[src/rtl/hsc_pkg.sv]
// ----------------------------------------------------------------------------
// hsc_pkg
// Sizes, codes and bit-placement helpers of the row Hamming SEC codec.
// ----------------------------------------------------------------------------
package hsc_pkg;

    localparam int DATA_BYTES = 4;
    localparam int BYTE_W     = 8;
    localparam int M          = DATA_BYTES * BYTE_W;

    function automatic int calc_r(input int m);
        int r;
        r = 0;
        while ((m + r + 1) > (1 << r)) begin
            r = r + 1;
        end
        return r;
    endfunction

    localparam int R = calc_r(M);
    localparam int N = M + R;

    // fixed field widths on the ports
    localparam int DATA_W = 32;
    localparam int CODE_W = 38;
    localparam int SYN_W  = 6;
    localparam int STAT_W = 2;
    localparam int S_TDATA_W = ((DATA_W + CODE_W + 7) / 8) * 8;
    localparam int M_FIELDS_W = CODE_W + DATA_W + SYN_W + STAT_W;
    localparam int M_TDATA_W = ((M_FIELDS_W + 7) / 8) * 8;

    typedef enum logic {
        KIND_ENC = 1'b0,
        KIND_DEC = 1'b1
    } kind_t;

    typedef enum logic [STAT_W-1:0] {
        ST_OK     = 2'd0,
        ST_FIXED  = 2'd1,
        ST_BEYOND = 2'd2
    } status_t;

    typedef struct packed {
        kind_t          kind;
        logic [N-1:0]   word;
    } stage_t;

    function automatic logic is_pow2(input int p);
        return (p != 0) && ((p & (p - 1)) == 0);
    endfunction

    // position p (1-based) sits at bit N-p
    function automatic logic [N-1:0] place_data(input logic [M-1:0] d);
        logic [N-1:0] w;
        int k;
        w = '0;
        k = M;
        for (int p = 1; p <= N; p++) begin
            if (!is_pow2(p)) begin
                k = k - 1;
                w[N-p] = d[k];
            end
        end
        return w;
    endfunction

    function automatic logic [M-1:0] extract_data(input logic [N-1:0] w);
        logic [M-1:0] d;
        int k;
        d = '0;
        k = M;
        for (int p = 1; p <= N; p++) begin
            if (!is_pow2(p)) begin
                k = k - 1;
                d[k] = w[N-p];
            end
        end
        return d;
    endfunction

    function automatic logic [N-1:0] place_parity(input logic [R-1:0] s);
        logic [N-1:0] w;
        w = '0;
        for (int j = 0; j < R; j++) begin
            w[N-(1 << j)] = s[j];
        end
        return w;
    endfunction

    function automatic logic [N-1:0] group_mask(input int j);
        logic [N-1:0] g;
        g = '0;
        for (int p = 1; p <= N; p++) begin
            g[N-p] = ((p >> j) & 1) != 0;
        end
        return g;
    endfunction

endpackage

[src/rtl/hsc_syndrome.sv]
// ----------------------------------------------------------------------------
// hsc_syndrome
// Parity-group reduction: one even-parity bit per syndrome bit.
// ----------------------------------------------------------------------------
module hsc_syndrome
    import hsc_pkg::*;
(
    input  logic [N-1:0] word,
    output logic [R-1:0] syn
);

    for (genvar j = 0; j < R; j++) begin : g_grp
        localparam logic [N-1:0] GMASK = group_mask(j);
        assign syn[j] = ^(word & GMASK);
    end

endmodule

[src/rtl/hamming_sec_row_codec.sv]
// ----------------------------------------------------------------------------
// hamming_sec_row_codec
// Hamming single-error-correcting encoder/decoder for one data row.
// ----------------------------------------------------------------------------
// Takes one beat per cycle unless a stall on the result side has filled the
// stages. Stage one places the data bits (or takes the received codeword),
// stage two reduces the parity groups into a syndrome, stage three inserts
// parity bits or flips the named bit, extracts the data and holds the result
// in the output register. Each stage advances on its own, so a stall on the
// result side only backs up as far as the first empty stage.
// ----------------------------------------------------------------------------
module hamming_sec_row_codec
    import hsc_pkg::*;
(
    input  logic                 aclk,
    input  logic                 aresetn,
    input  logic                 s_tvalid,
    output logic                 s_tready,
    input  logic [S_TDATA_W-1:0] s_tdata,   // data_word[31:0], code_word[69:32], zero pad
    input  logic                 s_tuser,   // kind
    output logic                 m_tvalid,
    input  logic                 m_tready,
    output logic [M_TDATA_W-1:0] m_tdata    // code_word_out, data_out, syndrome, status,
                                            // zero pad
);

    logic         v1_reg, v2_reg, v3_reg;
    logic         rdy1, rdy2, rdy3;
    stage_t       st1_reg, st1_next;
    stage_t       st2_reg;
    logic [R-1:0] syn1;
    logic [R-1:0] syn2_reg;

    logic [N-1:0]     fix_word;
    logic [N-1:0]     flip_mask;
    logic [R-1:0]     shamt;
    status_t          stat_next;
    logic [N-1:0]     code_next;
    logic [M-1:0]     data_next;
    logic [R-1:0]     syn_next;
    logic [N-1:0]     code_reg;
    logic [M-1:0]     data_reg;
    logic [R-1:0]     syn_reg;
    status_t          stat_reg;

    logic [DATA_W-1:0] in_data;
    logic [CODE_W-1:0] in_code;

    assign rdy3     = !v3_reg || m_tready;
    assign rdy2     = !v2_reg || rdy3;
    assign rdy1     = !v1_reg || rdy2;
    assign s_tready = rdy1;

    assign in_data = s_tdata[DATA_W-1:0];
    assign in_code = s_tdata[DATA_W+CODE_W-1:DATA_W];

    // stage 1: place data bits or take received word
    always_comb begin
        st1_next.kind = kind_t'(s_tuser);
        if (s_tuser == KIND_DEC) begin
            st1_next.word = N'(in_code);
        end else begin
            st1_next.word = place_data(M'(in_data));
        end
    end

    always_ff @(posedge aclk) begin
        if (!aresetn) begin
            v1_reg <= 1'b0;
        end else if (rdy1) begin
            v1_reg <= s_tvalid;
        end
        if (rdy1 && s_tvalid) begin
            st1_reg <= st1_next;
        end
    end

    // stage 2: parity groups
    hsc_syndrome u_syn (
        .word (st1_reg.word),
        .syn  (syn1)
    );

    always_ff @(posedge aclk) begin
        if (!aresetn) begin
            v2_reg <= 1'b0;
        end else if (rdy2) begin
            v2_reg <= v1_reg;
        end
        if (rdy2 && v1_reg) begin
            st2_reg  <= st1_reg;
            syn2_reg <= syn1;
        end
    end

    // stage 3: insert parity or correct, extract data
    assign shamt     = R'(N) - syn2_reg;
    assign flip_mask = {{(N-1){1'b0}}, 1'b1} << shamt;

    always_comb begin
        fix_word  = st2_reg.word;
        stat_next = ST_OK;
        code_next = '0;
        syn_next  = '0;
        if (st2_reg.kind == KIND_DEC) begin
            syn_next = syn2_reg;
            if (syn2_reg == '0) begin
                stat_next = ST_OK;
            end else if (syn2_reg <= R'(N)) begin
                fix_word  = st2_reg.word ^ flip_mask;
                stat_next = ST_FIXED;
            end else begin
                stat_next = ST_BEYOND;
            end
        end else begin
            code_next = st2_reg.word | place_parity(syn2_reg);
        end
        data_next = extract_data(fix_word);
    end

    always_ff @(posedge aclk) begin
        if (!aresetn) begin
            v3_reg <= 1'b0;
        end else if (rdy3) begin
            v3_reg <= v2_reg;
        end
        if (rdy3 && v2_reg) begin
            code_reg <= code_next;
            data_reg <= data_next;
            syn_reg  <= syn_next;
            stat_reg <= stat_next;
        end
    end

    assign m_tvalid = v3_reg;
    assign m_tdata  = M_TDATA_W'({STAT_W'(stat_reg), SYN_W'(syn_reg),
                                  DATA_W'(data_reg), CODE_W'(code_reg)});

endmodule

[config.mk]
export PLATFORM = sky130hd
export DESIGN_NAME = hamming_sec_row_codec
export DESIGN_NICKNAME = d
export VERILOG_FILES = /design/src/rtl/hsc_pkg.sv /design/src/rtl/hsc_syndrome.sv /design/src/rtl/hamming_sec_row_codec.sv
export SDC_FILE = /design/constraint.sdc
export NUM_CORES = 1
export LEC_CHECK = 0
export BUFFER_PORTS_ARGS = -buffer_cell sky130_fd_sc_hd__buf_2
export CAP_MARGIN = 25
export CORE_ASPECT_RATIO = 0.5
export CORE_UTILIZATION = 56
export CTS_BUF_LIST = sky130_fd_sc_hd__clkbuf_4 sky130_fd_sc_hd__clkbuf_8 sky130_fd_sc_hd__clkbuf_16
export DETAILED_ROUTE_END_ITERATION = 7
export PLACE_DENSITY = 0.92
export SLEW_MARGIN = 20
export SYNTH_ARGS = -nofsm -noshare
export SYNTH_HDL_FRONTEND = slang
export SYNTH_SLANG_ARGS = --single-unit
[constraint.sdc]
create_clock -name aclk -period 13 [get_ports aclk]
set_clock_uncertainty 0.05 [all_clocks]
set_input_delay 1.3 -clock aclk [delete_from_list [all_inputs] [get_ports aclk]]
set_output_delay 1.3 -clock aclk [all_outputs]
set_load 0.02 [all_outputs]
* After elaboration in Yosys (flattened, before gate mapping)
Index checks and enable logic that the tools add are counted.
** Storage, ports and cells
- Logic and storage cells :: 227
- Output and inout bits :: 82
- Bits in registers :: 165
- Bits of input ports :: 77
** Cells by class
- Reduce and logical (&&, ||, !) cells :: 17
- Order comparisons :: 32
- Add/subtract/negate cells :: 32
- Mux-type cells :: 129
- Bitwise logic cells :: 3
- Shift operators :: 1
** Operator list (number)
- 32-bit by 7-bit less-than comparator with 1-bit output, second input constant :: 31
- 32-bit two-way mux :: 31
- 32-bit by 2-bit subtractor with 32-bit output, second input constant :: 31
- 38-bit parity :: 6
- 1-bit binary-select mux with 5-bit select :: 31
- 36-bit two-way mux :: 4
- 1-bit two-way mux :: 62
- 38-bit bitwise OR :: 1
- 1-bit by 6-bit << shifter with 36-bit output, first input constant :: 1
- 36-bit bitwise XOR :: 1
- 6-bit less-or-equal comparator, second input constant :: 1
- 6-bit zero test :: 1
- 6-bit subtractor, first input constant :: 1
- 1-bit logical AND :: 3
- 1-bit zero test :: 3
- 1-bit logical OR :: 3
- 2-bit two-way mux :: 1
- 2-bit OR reduction :: 1
- 1-bit inverter :: 1

* Logic depth before layout (Yosys ltp)
Gate-level depths: netlist (run 1).
- Depth after elaboration :: 66
- Depth in mapped cells :: 5
- Depth with buffers taken out :: 4

* By module
From an unflattened synthesis (run 1), not the netlist that was laid out.
** Unflattened totals
- Cells, all modules :: 429
- Area, all modules :: 7056.8 µm²
** Modules (own cells, without submodules)
- hamming_sec_row_codec :: instances 1, seq. area each 4924.7 µm², cells an instance 370, area each 6461.2 µm²
- hsc_syndrome :: instances 1, seq. area each 0.0 µm², cells an instance 59, area each 595.6 µm²

* Worst setup path after synthesis (run 1)
No wires, ideal clock.
- Kind :: input-to-reg
- Start point :: input m_tready
- End point :: register code_reg[0], enable pin
- Buffers on the path :: 0
- Path slack :: 7.576 ns
- Data required time :: 12.426 ns
- Arrival time :: 4.850 ns
- Cell stages on the path :: 2
- Setup time :: 0.524 ns
- Cell sequence :: nor2b_1 > nor2b_1
** On the way
- Word-level cells in the longest chain between the ends :: 2
** Ends and longest elaborated chain
- start, declared :: line hamming_sec_row_codec.sv:22 : input logic m_tready,
- 1-bit logical OR :: line hamming_sec_row_codec.sv:49 : assign rdy3 = !v3_reg || m_tready;
- 1-bit logical AND :: line hamming_sec_row_codec.sv:127 : if (rdy3 && v2_reg) begin
- end signal, assigned :: line hamming_sec_row_codec.sv:128 : code_reg <= code_next;
- end, declared :: line hamming_sec_row_codec.sv:41 : logic [N-1:0] code_reg;
No other way between the ends.
A chain may end at the register's enable or synchronous reset.

* Worst setup path in the final report (run 1)
- Start point :: input m_tready
- End point :: output s_tready
** On the way
- Word-level cells in the longest chain between the ends :: 3
** Ends and longest elaborated chain
- 1-bit logical OR :: line hamming_sec_row_codec.sv:49
- 1-bit logical OR :: line hamming_sec_row_codec.sv:50 : assign rdy2 = !v2_reg || rdy3;
- 1-bit logical OR :: line hamming_sec_row_codec.sv:51 : assign rdy1 = !v1_reg || rdy2;
- end, declared :: line hamming_sec_row_codec.sv:18 : output logic s_tready,
No other way between the ends.

==> key figures, run 1 <==
Layout
  – Area delta synth->final: 21.73%
  – Net count, final: 674
  – Number of inserted diodes: 0
  – Post-Layout Cell Count: 775
  – Layout cell share with drive strength beyond 1: 0.3672
  – Final core occ: 0.7091
  – Fillers: roughly 770

Die
  – Rows: 28
  – Die Y: 80.94 um
  – Die area: 12940 um2
  – IO Pins: 159
  – Core Region: 11980 um2
  – Die X: approximately 160 um
  – Starting Density: 0.5825

Pwr
  – Power per cell area: between 150 and 200 nW/um2
  – Static Leakage: 3.155 nW
  – Peak supply drop: 0.00009680 V
  – Final Power: around 1.4 mW

Synth
  – Synth Area in Compound Gates: 0.01004
  – Synth Register Bits: 165
  – Asr flop ratio synth: 0
  – Synth Instances: 437
  – Simple logic cell fraction of the synthesized area: 0.09125
  – Seq/Total Area, Yosys: 0.7056
  – XOR/XNOR Fraction of Synth Area: 0.1264
  – Ys Warns: 0
  – Mapped Avg Cell Area: 15.97 um2
  – Number of synthesized flops with an enable pin: 162
  – Main combinational cell family by area after synthesis: XOR/XNOR gates
  – Cell Area, Synth: 6979 um2
  – Post-synthesis mux area share: 0.05307
  – Post-synth cell types: 36
  – Most used DFF post-synth: edfxtp_1
  – Adder-Cell Fraction of Synth Area: 0

Drt
  – Detailed-route DRC error count: 0
  – DR iter-0 viols: around 350
  – Routed Antenna Nets: 0
  – Vias per cell: 5.298
  – Drt total wl: 14470 um
  – DR pass1 iterations: 5
  – Drt wl/cell: 18.67 um
  – Routed via count: slightly above 4000

Timing
  – Final hold vios: 0
  – Final min period: between 3 and 4 ns
  – Slew @ Worst Pin: 0.9593 ns
  – Final worst-path cycle share: 0.2855
  – Max Slew Vio Count: 0
  – Final setup viols: 0
  – RSZ-0062 raised after global routing: no
  – Max Clk Rate: 269.4 MHz
  – Post-route setup TNS: 0 ns
  – Max-slew headroom: 0.3604

Clock tree
  – Clk root buf: clkbuf_16
  – Setup Fix Bufs, Post-CTS: 0
  – Clock Path Buffers: 2
  – Clock Sinks: 165
  – Post-CTS resize count: 0
  – Clock H-tree levels: 4
  – Worst-skew pair later-pin latency: 0.42 ns
  – Hold_buf cts: 0
  – Clk slew on worst S/H paths: 0.06 ns
  – CTS tree: yes
  – Clock buffer count from CTS: 17

Worst setup path
  – Crit-path slowest cell: nor2b_1
  – CP max FO: 6
  – Worst EP required: 11.65 ns
  – Worst path arrival time: 2.36 ns
  – Cell family with most CP delay: simple AND/OR/NAND/NOR gates
  – Startpoint Class: input port
  – Critical Path, Cell by Cell: buf_2, nor2b_1, nand3_1, buf_2
  – Max incr delay on CP: 0.59 ns
  – CP Class: input port to output port
  – Most used cell, CP: buf_2
  – Buf+Inv Stages, Crit Path: 2
  – CP endpoint kind: output port

Worst hold path
  – Hold Path Class: flop to flop

Run status
  – Status: completed

Global route
  – Number of global-route vias before repair: between 3000 and 4000
  – Gr usage total: 0.2337
  – First-pass GRT wire length: approximately 22000 um
  – Initial antenna violation count: 0
  – Largest net degree at the start of global routing: slightly below 80
  – Aggregate global routing overflow: 0

Placed design
  – I/O Buffers: 154
  – Cells after DPL: 743
  – Post-detail-place hpwl: 9623 um
  – Placer Congestion: 0.8227

Job
  – Max-cap violations: 0
[cells by family after synthesis]
logic type                Yosys count
AOI/OAI and AO/OA                   9
xor gates and xnor gates           92
buffers and inverters              20
DFF                               165
muxes                              33
other                               1
and+or+nand+nor                   117
[cell usage after synthesis (all sizes together) (2+ instances only)]
master,number,share of area
nor2b,41,0.037
nor3,5,0.0036
buf,10,0.0077
a21boi,2,0.0022
nor2,22,0.012
and3,2,0.0018
mux2,32,0.052
inv,2,0.0011
xor2,20,0.025
xnor2,67,0.085
edfxtp,162,0.70
and2,12,0.011
nor4,3,0.0027
nand2b,3,0.0027
xnor3,5,0.016
nand2,11,0.0059
dfxtp,3,0.0086
nand3,11,0.0079
clkbuf,8,0.0043
nand4,3,0.0027
[final cells by class]
| type | count | area [um2] | area share |
|---|---|---|---|
| flip-flops and latches | 165 | 4925 | 0.5797 |
| multi-input cells | 253 | 2001 | 0.2355 |
| repair buffers | 158 | 800.8 | 0.09426 |
| clock buffers | 20 | 447.9 | 0.05272 |
| well taps | 165 | 206.4 | 0.02430 |
| clock inverters | 12 | 107.6 | 0.01267 |
| inverters | 2 | 7.507 | 0.0008837 |
[placed cells by master, fill, tap and decap left out, types with 3 or more instances in the layout]
cell	count
clkbuf_16	17
buf_4	4
nor4_1	3
nand4_1	3
buf_2	154
nor2b_1	40
mux2_2	32
nand2_1	11
clkinv_1	3
nor2_1	22
nand3_1	11
clkbuf_4	3
and2_1	12
clkinvlp_4	3
nand2b_1	3
nor3_1	5
edfxtp_1	162
xor2_1	20
xnor3_1	5
clkinv_4	4
dfxtp_1	3
xnor2_1	66
[metal layers]
metal  global-route usage  vias up  routed length (um)  share of wire
met5                    0        -                   0              0
met4              0.08952        0                 173          0.012
met3              0.04699       12                1331          0.092
met2               0.3607      265                6589           0.46
met1               0.3337     1940                6372           0.44
li1                     -     1889                   -              -
[worst reg2reg max path, delay by kind of cell (launching register included)]
family	cells	cell delay [ns]
DFF	1	0.33
and+or+nand+nor	3	0.83
xor gates and xnor gates	1	0.18
buffers and inverters	1	0.44
[report_power, final]
group / switching, mW / internal (mW)
Sequential: 0.0572 / 0.638
Combinational: 0.113 / 0.110
Clock: 0.198 / 0.269
[worst paths after layout]
kind / start / endpoint / slack, ns / cells after the start
worst max-delay path: m_tready / s_tready / 9.29 / 4
worst min-delay path: st1_reg[38] / st2_reg[38] / 0.38 / 0
worst max register to register: st2_reg[38] / data_reg[29] / 10.94 / 5
worst min register to register: st1_reg[38] / st2_reg[38] / 0.38 / 0
[through the flow]
stage | hold slack [ns] | cell area (um2) | setup slack (ns)
2_1_floorplan | 0.3503 | 6983 | 7.576
3_3_place_gp | 0.3521 | 7940 | 9.353
3_5_place_dp | 0.3632 | 7940 | 9.325
4_1_cts | 0.3789 | 8496 | 9.279
5_1_grt | 0.3842 | 8496 | 9.241
6_report | 0.3847 | 8496 | 9.288
Power figures use the tool's default switching activity.
==> run 2: changes to the inputs <==
--- a/config.mk
+++ b/config.mk
@@ -5,13 +5,14 @@
 export SDC_FILE = /design/constraint.sdc
 export NUM_CORES = 1
 export LEC_CHECK = 0
+export ABC_AREA = 1
 export BUFFER_PORTS_ARGS = -buffer_cell sky130_fd_sc_hd__buf_2
 export CAP_MARGIN = 25
 export CORE_ASPECT_RATIO = 0.5
-export CORE_UTILIZATION = 56
+export CORE_UTILIZATION = 50
 export CTS_BUF_LIST = sky130_fd_sc_hd__clkbuf_4 sky130_fd_sc_hd__clkbuf_8 sky130_fd_sc_hd__clkbuf_16
 export DETAILED_ROUTE_END_ITERATION = 7
-export PLACE_DENSITY = 0.92
+export PLACE_DENSITY = 0.86
 export SLEW_MARGIN = 20
 export SYNTH_ARGS = -nofsm -noshare
 export SYNTH_HDL_FRONTEND = slang
==> constraint.sdc (replaced) <==
create_clock -name aclk -period 3.05 [get_ports aclk]
set_clock_uncertainty 0.05 [all_clocks]
set_input_delay 0.305 -clock aclk [delete_from_list [all_inputs] [get_ports aclk]]
set_output_delay 0.305 -clock aclk [all_outputs]
set_load 0.02 [all_outputs]
==> run 2 against run 1 <==
Critical path depth grew 4; total power grew to 4.0 times the previous value; final cell count rose by 60%; area after synthesis grew 17%; critical path type is now flop to flop; highest routed layer unchanged.
==> key figures, run 2 <==
Run status
  – Status: completed

Drt
  – Routed Antenna Nets: 0
  – DR iter-0 viols: between 600 and 700
  – Vias per cell: 5.053
  – Routed via count: between 6000 and 7000
  – Drt wl/cell: 14.83 um
  – DR pass1 iterations: 6
  – Drt total wl: 18360 um
  – Detailed-route DRC error count: 0

Timing
  – Max Slew Vio Count: 0
  – Fin worst setup slack: 0.7350 ns
  – Final hold vios: 0
  – RSZ-0062 raised after global routing: no
  – Post-route setup TNS: 0 ns
  – Final worst-path cycle share: 0.7590
  – Slew @ Worst Pin: 0.8251 ns
  – Max-slew headroom: 0.4500
  – Worst Hold Slack: ~0.09 ns
  – Final setup viols: 0
  – Max Clk Rate: between 400 and 500 MHz
  – Final min period: 2.315 ns

Die
  – IO Pins: 159
  – Die X: ~180 um
  – Die area: 16860 um2
  – Core Region: ~16000 um2
  – Rows: 32
  – Starting Density: 0.5212
  – Die Y: around 92 um

Synth
  – Cell Area, Synth: 8159 um2
  – Post-synth cell types: 32
  – Most instantiated cells after synthesis: nand2_1 (306), edfxtp_1 (162), inv_1 (124)
  – Synth Instances: 846
  – Most used DFF post-synth: edfxtp_1
  – Asr flop ratio synth: 0
  – Mapped Avg Cell Area: 9.644 um2
  – Seq/Total Area, Yosys: 0.6036
  – Synth Register Bits: 165
  – Synth top area share: 0.5962
  – Most frequent cell after synthesis: nand2_1
  – Number of synthesized flops with an enable pin: between 150 and 200
  – Largest area contributor in the netlist: edfxtp_1
  – Ys Warns: 0
  – Synth area leaders: edfxtp_1 (60%), nand2_1 (14%), inv_1 (5.7%)

Clock tree
  – Clock buffer count from CTS: 17
  – Clk slew on worst S/H paths: 0.06 ns
  – Clock H-tree levels: 4
  – Clock Sinks: roughly 170
  – Post-CTS resize count: 0
  – Worst-skew pair later-pin latency: 0.43 ns
  – Clk root buf: clkbuf_16
  – Setup Fix Bufs, Post-CTS: 0
  – Hold_buf cts: 0
  – CTS tree: yes
  – Clock Path Buffers: 2

Worst setup path
  – CP max FO: 15
  – CP endpoint kind: flop
  – Worst EP required: 3.17 ns
  – Reg2Reg Depth: 8
  – CP Class: flop to flop
  – FF-to-FF End: data_reg[9]
  – RR Startpoint: syn2_reg[3]
  – Worst R2R Setup Slack: 0.73 ns
  – Startpoint Class: flop
  – Worst path arrival time: 2.43 ns

Worst hold path
  – Hold_sp: s_tdata[66]
  – Worst Hold Path EP: st1_reg[34]
  – Hold Path Class: input port to flop
  – Hold path cells: 3

Global route
  – First-pass GRT wire length: just under 30000 um
  – Initial antenna violation count: 0
  – Aggregate global routing overflow: 0
  – Number of global-route vias before repair: 5922
  – Gr usage total: 0.2309
  – Largest net degree at the start of global routing: 46

Placed design
  – I/O Buffers: roughly 150
  – Placed cell areas: 9140 um2
  – Placer Congestion: 0.9309
  – Place WS: between 0.8 and 0.9 ns
  – Post-detail-place hpwl: around 14000 um

Layout
  – Design area: slightly below 10000 um2
  – Most common cell after layout, fill and taps aside: nand2_1
  – Net count, final: 1081
  – Fillers: 1178
  – Highest-count cells in the layout ignoring fill and taps: nand2_1 (306), edfxtp_1 (162), buf_2 (154)
  – Layout cell share with drive strength beyond 1: 0.2389
  – Multi-input logic area: 2653 um2
  – Seq. cell area: between 4000 and 5000 um2
  – Area delta synth->final: 19.20%
  – Number of inserted diodes: 0

Pwr
  – Power per cell area: 574.9 nW/um2
  – Peak supply drop: 0.0004775 V
  – Static Leakage: 4.613 nW

Job
  – Max-cap violations: 0
## run 2: per-layer routing
metal  vias to the layer above  wire length [um]  GRT usage
met2                       354              8742     0.3830
met3                        44              1907    0.05466
met4                         0               418    0.08123
met5                         -                 0          0
li1                       3013                 -          -
met1                      2844              7296     0.2991
## run 2: cell type report
cell class                      instances  share of cell area
Sequential cell                       165              0.5064
Multi-Input combinational cell        534              0.2727
Timing Repair Buffer                  159             0.08311
Inverter                              127             0.04914
Clock buffer                           18             0.04451
Tap cell                              221             0.02843
Clock inverter                         14             0.01570
## run 2: worst max-delay path by stage
stage | from | to | slack (ns) | depth (start not counted)
floorplan | m_tvalid | code_reg[0] | 0.84 | 1
global placement | syn2_reg[3] | data_reg[12] | 0.90 | 8
detailed placement | syn2_reg[3] | data_reg[9] | 0.80 | 8
CTS | syn2_reg[3] | data_reg[9] | 0.77 | 8
global route | syn2_reg[3] | data_reg[12] | 0.63 | 8
finish | syn2_reg[3] | data_reg[9] | 0.73 | 8
## run 2: worst max-delay path: stages (launching register included)
cell and delay, ns:
edfxtp_1 0.61, inv_1 0.44, nand4_1 0.22, nand2_4 0.24, nand2_4 0.10, nor2_8 0.18
nand2_1 0.08, nand2_1 0.08, nand2_1 0.07
## run 2: metrics by stage
| stage | total power [mW] | utilization | std cells |
|---|---|---|---|
| 2_1_floorplan | 3.302 | - | 847 |
| 3_3_place_gp | 3.474 | 0.5838 | 1206 |
| 3_5_place_dp | 3.520 | 0.5838 | 1206 |
| 4_1_cts | 5.584 | 0.6212 | 1238 |
| 5_1_grt | 5.791 | 0.6212 | 1238 |
| 6_report | 5.591 | 0.6212 | 1238 |
## run 2: report_power, final
group	total, mW	internal, mW	switching, mW	leakage [nW]
combinational	0.744	0.256	0.488	2.77
clock	2.10	1.22	0.873	0.279
sequential	2.75	2.63	0.122	1.56
## run 2: cells by family (layout without fill, tap and decap cells)
group	Yosys count	after routing	share of synthesized area
other	1	2	0.0004596
multiplexers	32	32	0.04417
AND/OR/NAND/NOR	458	458	0.2365
AO/OA/AOI/OAI	9	9	0.006747
buffers and inverters	148	318	0.07315
flip-flops	165	165	0.6036
XOR/XNOR	33	33	0.03542
==> run 3: changes to the inputs <==
--- a/config.mk
+++ b/config.mk
@@ -9,10 +9,10 @@
 export BUFFER_PORTS_ARGS = -buffer_cell sky130_fd_sc_hd__buf_2
 export CAP_MARGIN = 25
 export CORE_ASPECT_RATIO = 0.5
-export CORE_UTILIZATION = 50
+export CORE_UTILIZATION = 56
 export CTS_BUF_LIST = sky130_fd_sc_hd__clkbuf_4 sky130_fd_sc_hd__clkbuf_8 sky130_fd_sc_hd__clkbuf_16
 export DETAILED_ROUTE_END_ITERATION = 7
-export PLACE_DENSITY = 0.86
+export PLACE_DENSITY = 0.91
 export SLEW_MARGIN = 20
 export SYNTH_ARGS = -nofsm -noshare
 export SYNTH_HDL_FRONTEND = slang
==> constraint.sdc (replaced) <==
create_clock -name aclk -period 2.26 [get_ports aclk]
set_clock_uncertainty 0.05 [all_clocks]
set_input_delay 0.226 -clock aclk [delete_from_list [all_inputs] [get_ports aclk]]
set_output_delay 0.226 -clock aclk [all_outputs]
set_load 0.02 [all_outputs]
==> run 3 against run 2 <==
Register-to-register slack lost 0.54 ns; sequential power grew 35%; first-iteration DRC count grew 12%; worst setup slack lost 0.54 ns; fmax grew 12%; critical path type unchanged; critical endpoint is now data_reg[23]; largest cell class unchanged; highest routed layer unchanged.
==> key figures, run 3 (synthesis gave the netlist of run 2 again) <==
Layout
  – Layout cell share with drive strength beyond 1: 0.2434
  – Design area: roughly 9700 um2
  – Most common cell after layout, fill and taps aside: nand2_1
  – Fillers: 925
  – Number of inserted diodes: 0
  – Highest-count cells in the layout ignoring fill and taps: nand2_1 (306), edfxtp_1 (162), buf_2 (154)
  – Area delta synth->final: 19.31%
  – Net count, final: 1087

Timing
  – Final hold vios: 0
  – Max Slew Vio Count: 0
  – Final min period: 2.068 ns
  – Slew @ Worst Pin: between 0.5 and 0.6 ns
  – Final setup viols: 0
  – Max Clk Rate: 483.5 MHz
  – Max-slew headroom: 0.6513
  – Post-route setup TNS: 0 ns
  – Final worst-path cycle share: 0.9152
  – RSZ-0062 raised after global routing: no

Clock tree
  – Worst-skew pair later-pin latency: 0.42 ns
  – Clock H-tree levels: 4
  – Post-CTS resize count: 0
  – Clk slew on worst S/H paths: 0.06 ns
  – Clk root buf: clkbuf_16
  – CTS tree: yes
  – Hold_buf cts: 0
  – Setup Fix Bufs, Post-CTS: 0
  – Clock Path Buffers: 2
  – Clock Sinks: 165
  – Clock buffer count from CTS: 17

Drt
  – DR pass1 iterations: 6
  – Routed Antenna Nets: 0
  – Drt total wl: ~19000 um
  – Drt wl/cell: 15.77 um
  – Detailed-route DRC error count: 0
  – Vias per cell: 5.200
  – Routed via count: 6318
  – DR iter-0 viols: 734

Placed design
  – Placed cell areas: 9174 um2
  – Placer Congestion: 0.8932
  – Post-detail-place hpwl: 13390 um
  – I/O Buffers: about 150

Die
  – IO Pins: about 160
  – Die area: around 15000 um2
  – Rows: 30
  – Die X: 172.7 um
  – Starting Density: 0.5875
  – Die Y: 87.35 um
  – Core Region: approximately 14000 um2

Worst setup path
  – CP Class: flop to flop
  – Startpoint Class: flop
  – CP max FO: 15
  – Worst EP required: roughly 2.4 ns
  – Worst path arrival time: 2.19 ns
  – CP endpoint kind: flop

Job
  – Max-cap violations: 0

Global route
  – First-pass GRT wire length: approximately 30000 um
  – Number of global-route vias before repair: approximately 6000
  – Initial antenna violation count: 1
  – Aggregate global routing overflow: 0
  – Gr usage total: 0.2621
  – Largest net degree at the start of global routing: 79

Pwr
  – Static Leakage: roughly 4.6 nW
  – Power per cell area: 772.4 nW/um2
  – Peak supply drop: about 0.0006 V

Run status
  – Status: completed

Worst hold path
  – Hold Path Class: input port to flop
## run 3: cell count changes in the layout (fill, tap and decap cells not counted), sizes merged
cell | before | now
bufinv | 2 | 1
inv | 130 | 129
clkinvlp | 3 | 6
clkinv | 6 | 5
buf | 159 | 165
## run 3: layer usage
layer / vias to the layer above / track usage / share of wire
li1: 3022 / - / -
met1: 2849 / 0.3323 / 0.39
met2: 388 / 0.4373 / 0.46
met3: 59 / 0.06326 / 0.12
met4: 0 / 0.1150 / 0.028
met5: - / 0 / 0
## run 3: per-stage QoR
step	hold slack [ns]	cells	utilization	setup slack (ns)	power (mW)
2_1_floorplan	0.2749	847	-	0.04691	4.456
6_report	0.009125	1215	0.7009	0.1916	7.519
3_5_place_dp	0.3643	1183	0.6605	0.2913	4.768
4_1_cts	0.002752	1215	0.7009	0.2346	7.497
3_3_place_gp	0.3632	1183	0.6605	0.3687	4.705
5_1_grt	0.006197	1215	0.7009	0.1354	7.772
## run 3: area by class of cell
class | instances | area [um2] | area share
Tap cell | 192 | 240.2 | 0.02468
Multi-Input combinational cell | 534 | 2653 | 0.2725
Clock inverter | 14 | 127.6 | 0.01311
Inverter | 127 | 478.0 | 0.04910
Sequential cell | 165 | 4925 | 0.5059
Timing Repair Buffer | 165 | 878.3 | 0.09023
Clock buffer | 18 | 432.9 | 0.04447
## run 3: path summary, 6_finish.rpt
| kind | end | from | cells after the start | slack [ns] |
|---|---|---|---|---|
| setup / recovery | data_reg[23] | syn2_reg[1] | 10 | 0.19 |
| setup reg to reg | data_reg[23] | syn2_reg[1] | 10 | 0.19 |
| hold reg to reg | st2_reg[38] | st1_reg[38] | 0 | 0.38 |
| hold / removal | st1_reg[30] | s_tdata[62] | 3 | 0.009 |
## run 3: critical path, cell delays in order (launching register included)
cell      delay [ns]
edfxtp_1        0.55
nand2_2         0.16
clkinv_2        0.11
nand2_4         0.10
nand4_1         0.14
nand2_4         0.23
nand2_2         0.10
nor2_4          0.18
nand2_1         0.07
nand2_1         0.07
nand2_1         0.06
## run 3: power breakdown
part	switching, mW	total [mW]	leakage (nW)	internal (mW)
clock	1.23	2.77	0.256	1.53
combinational	0.688	1.05	2.81	0.362
sequential	0.155	3.70	1.56	3.55
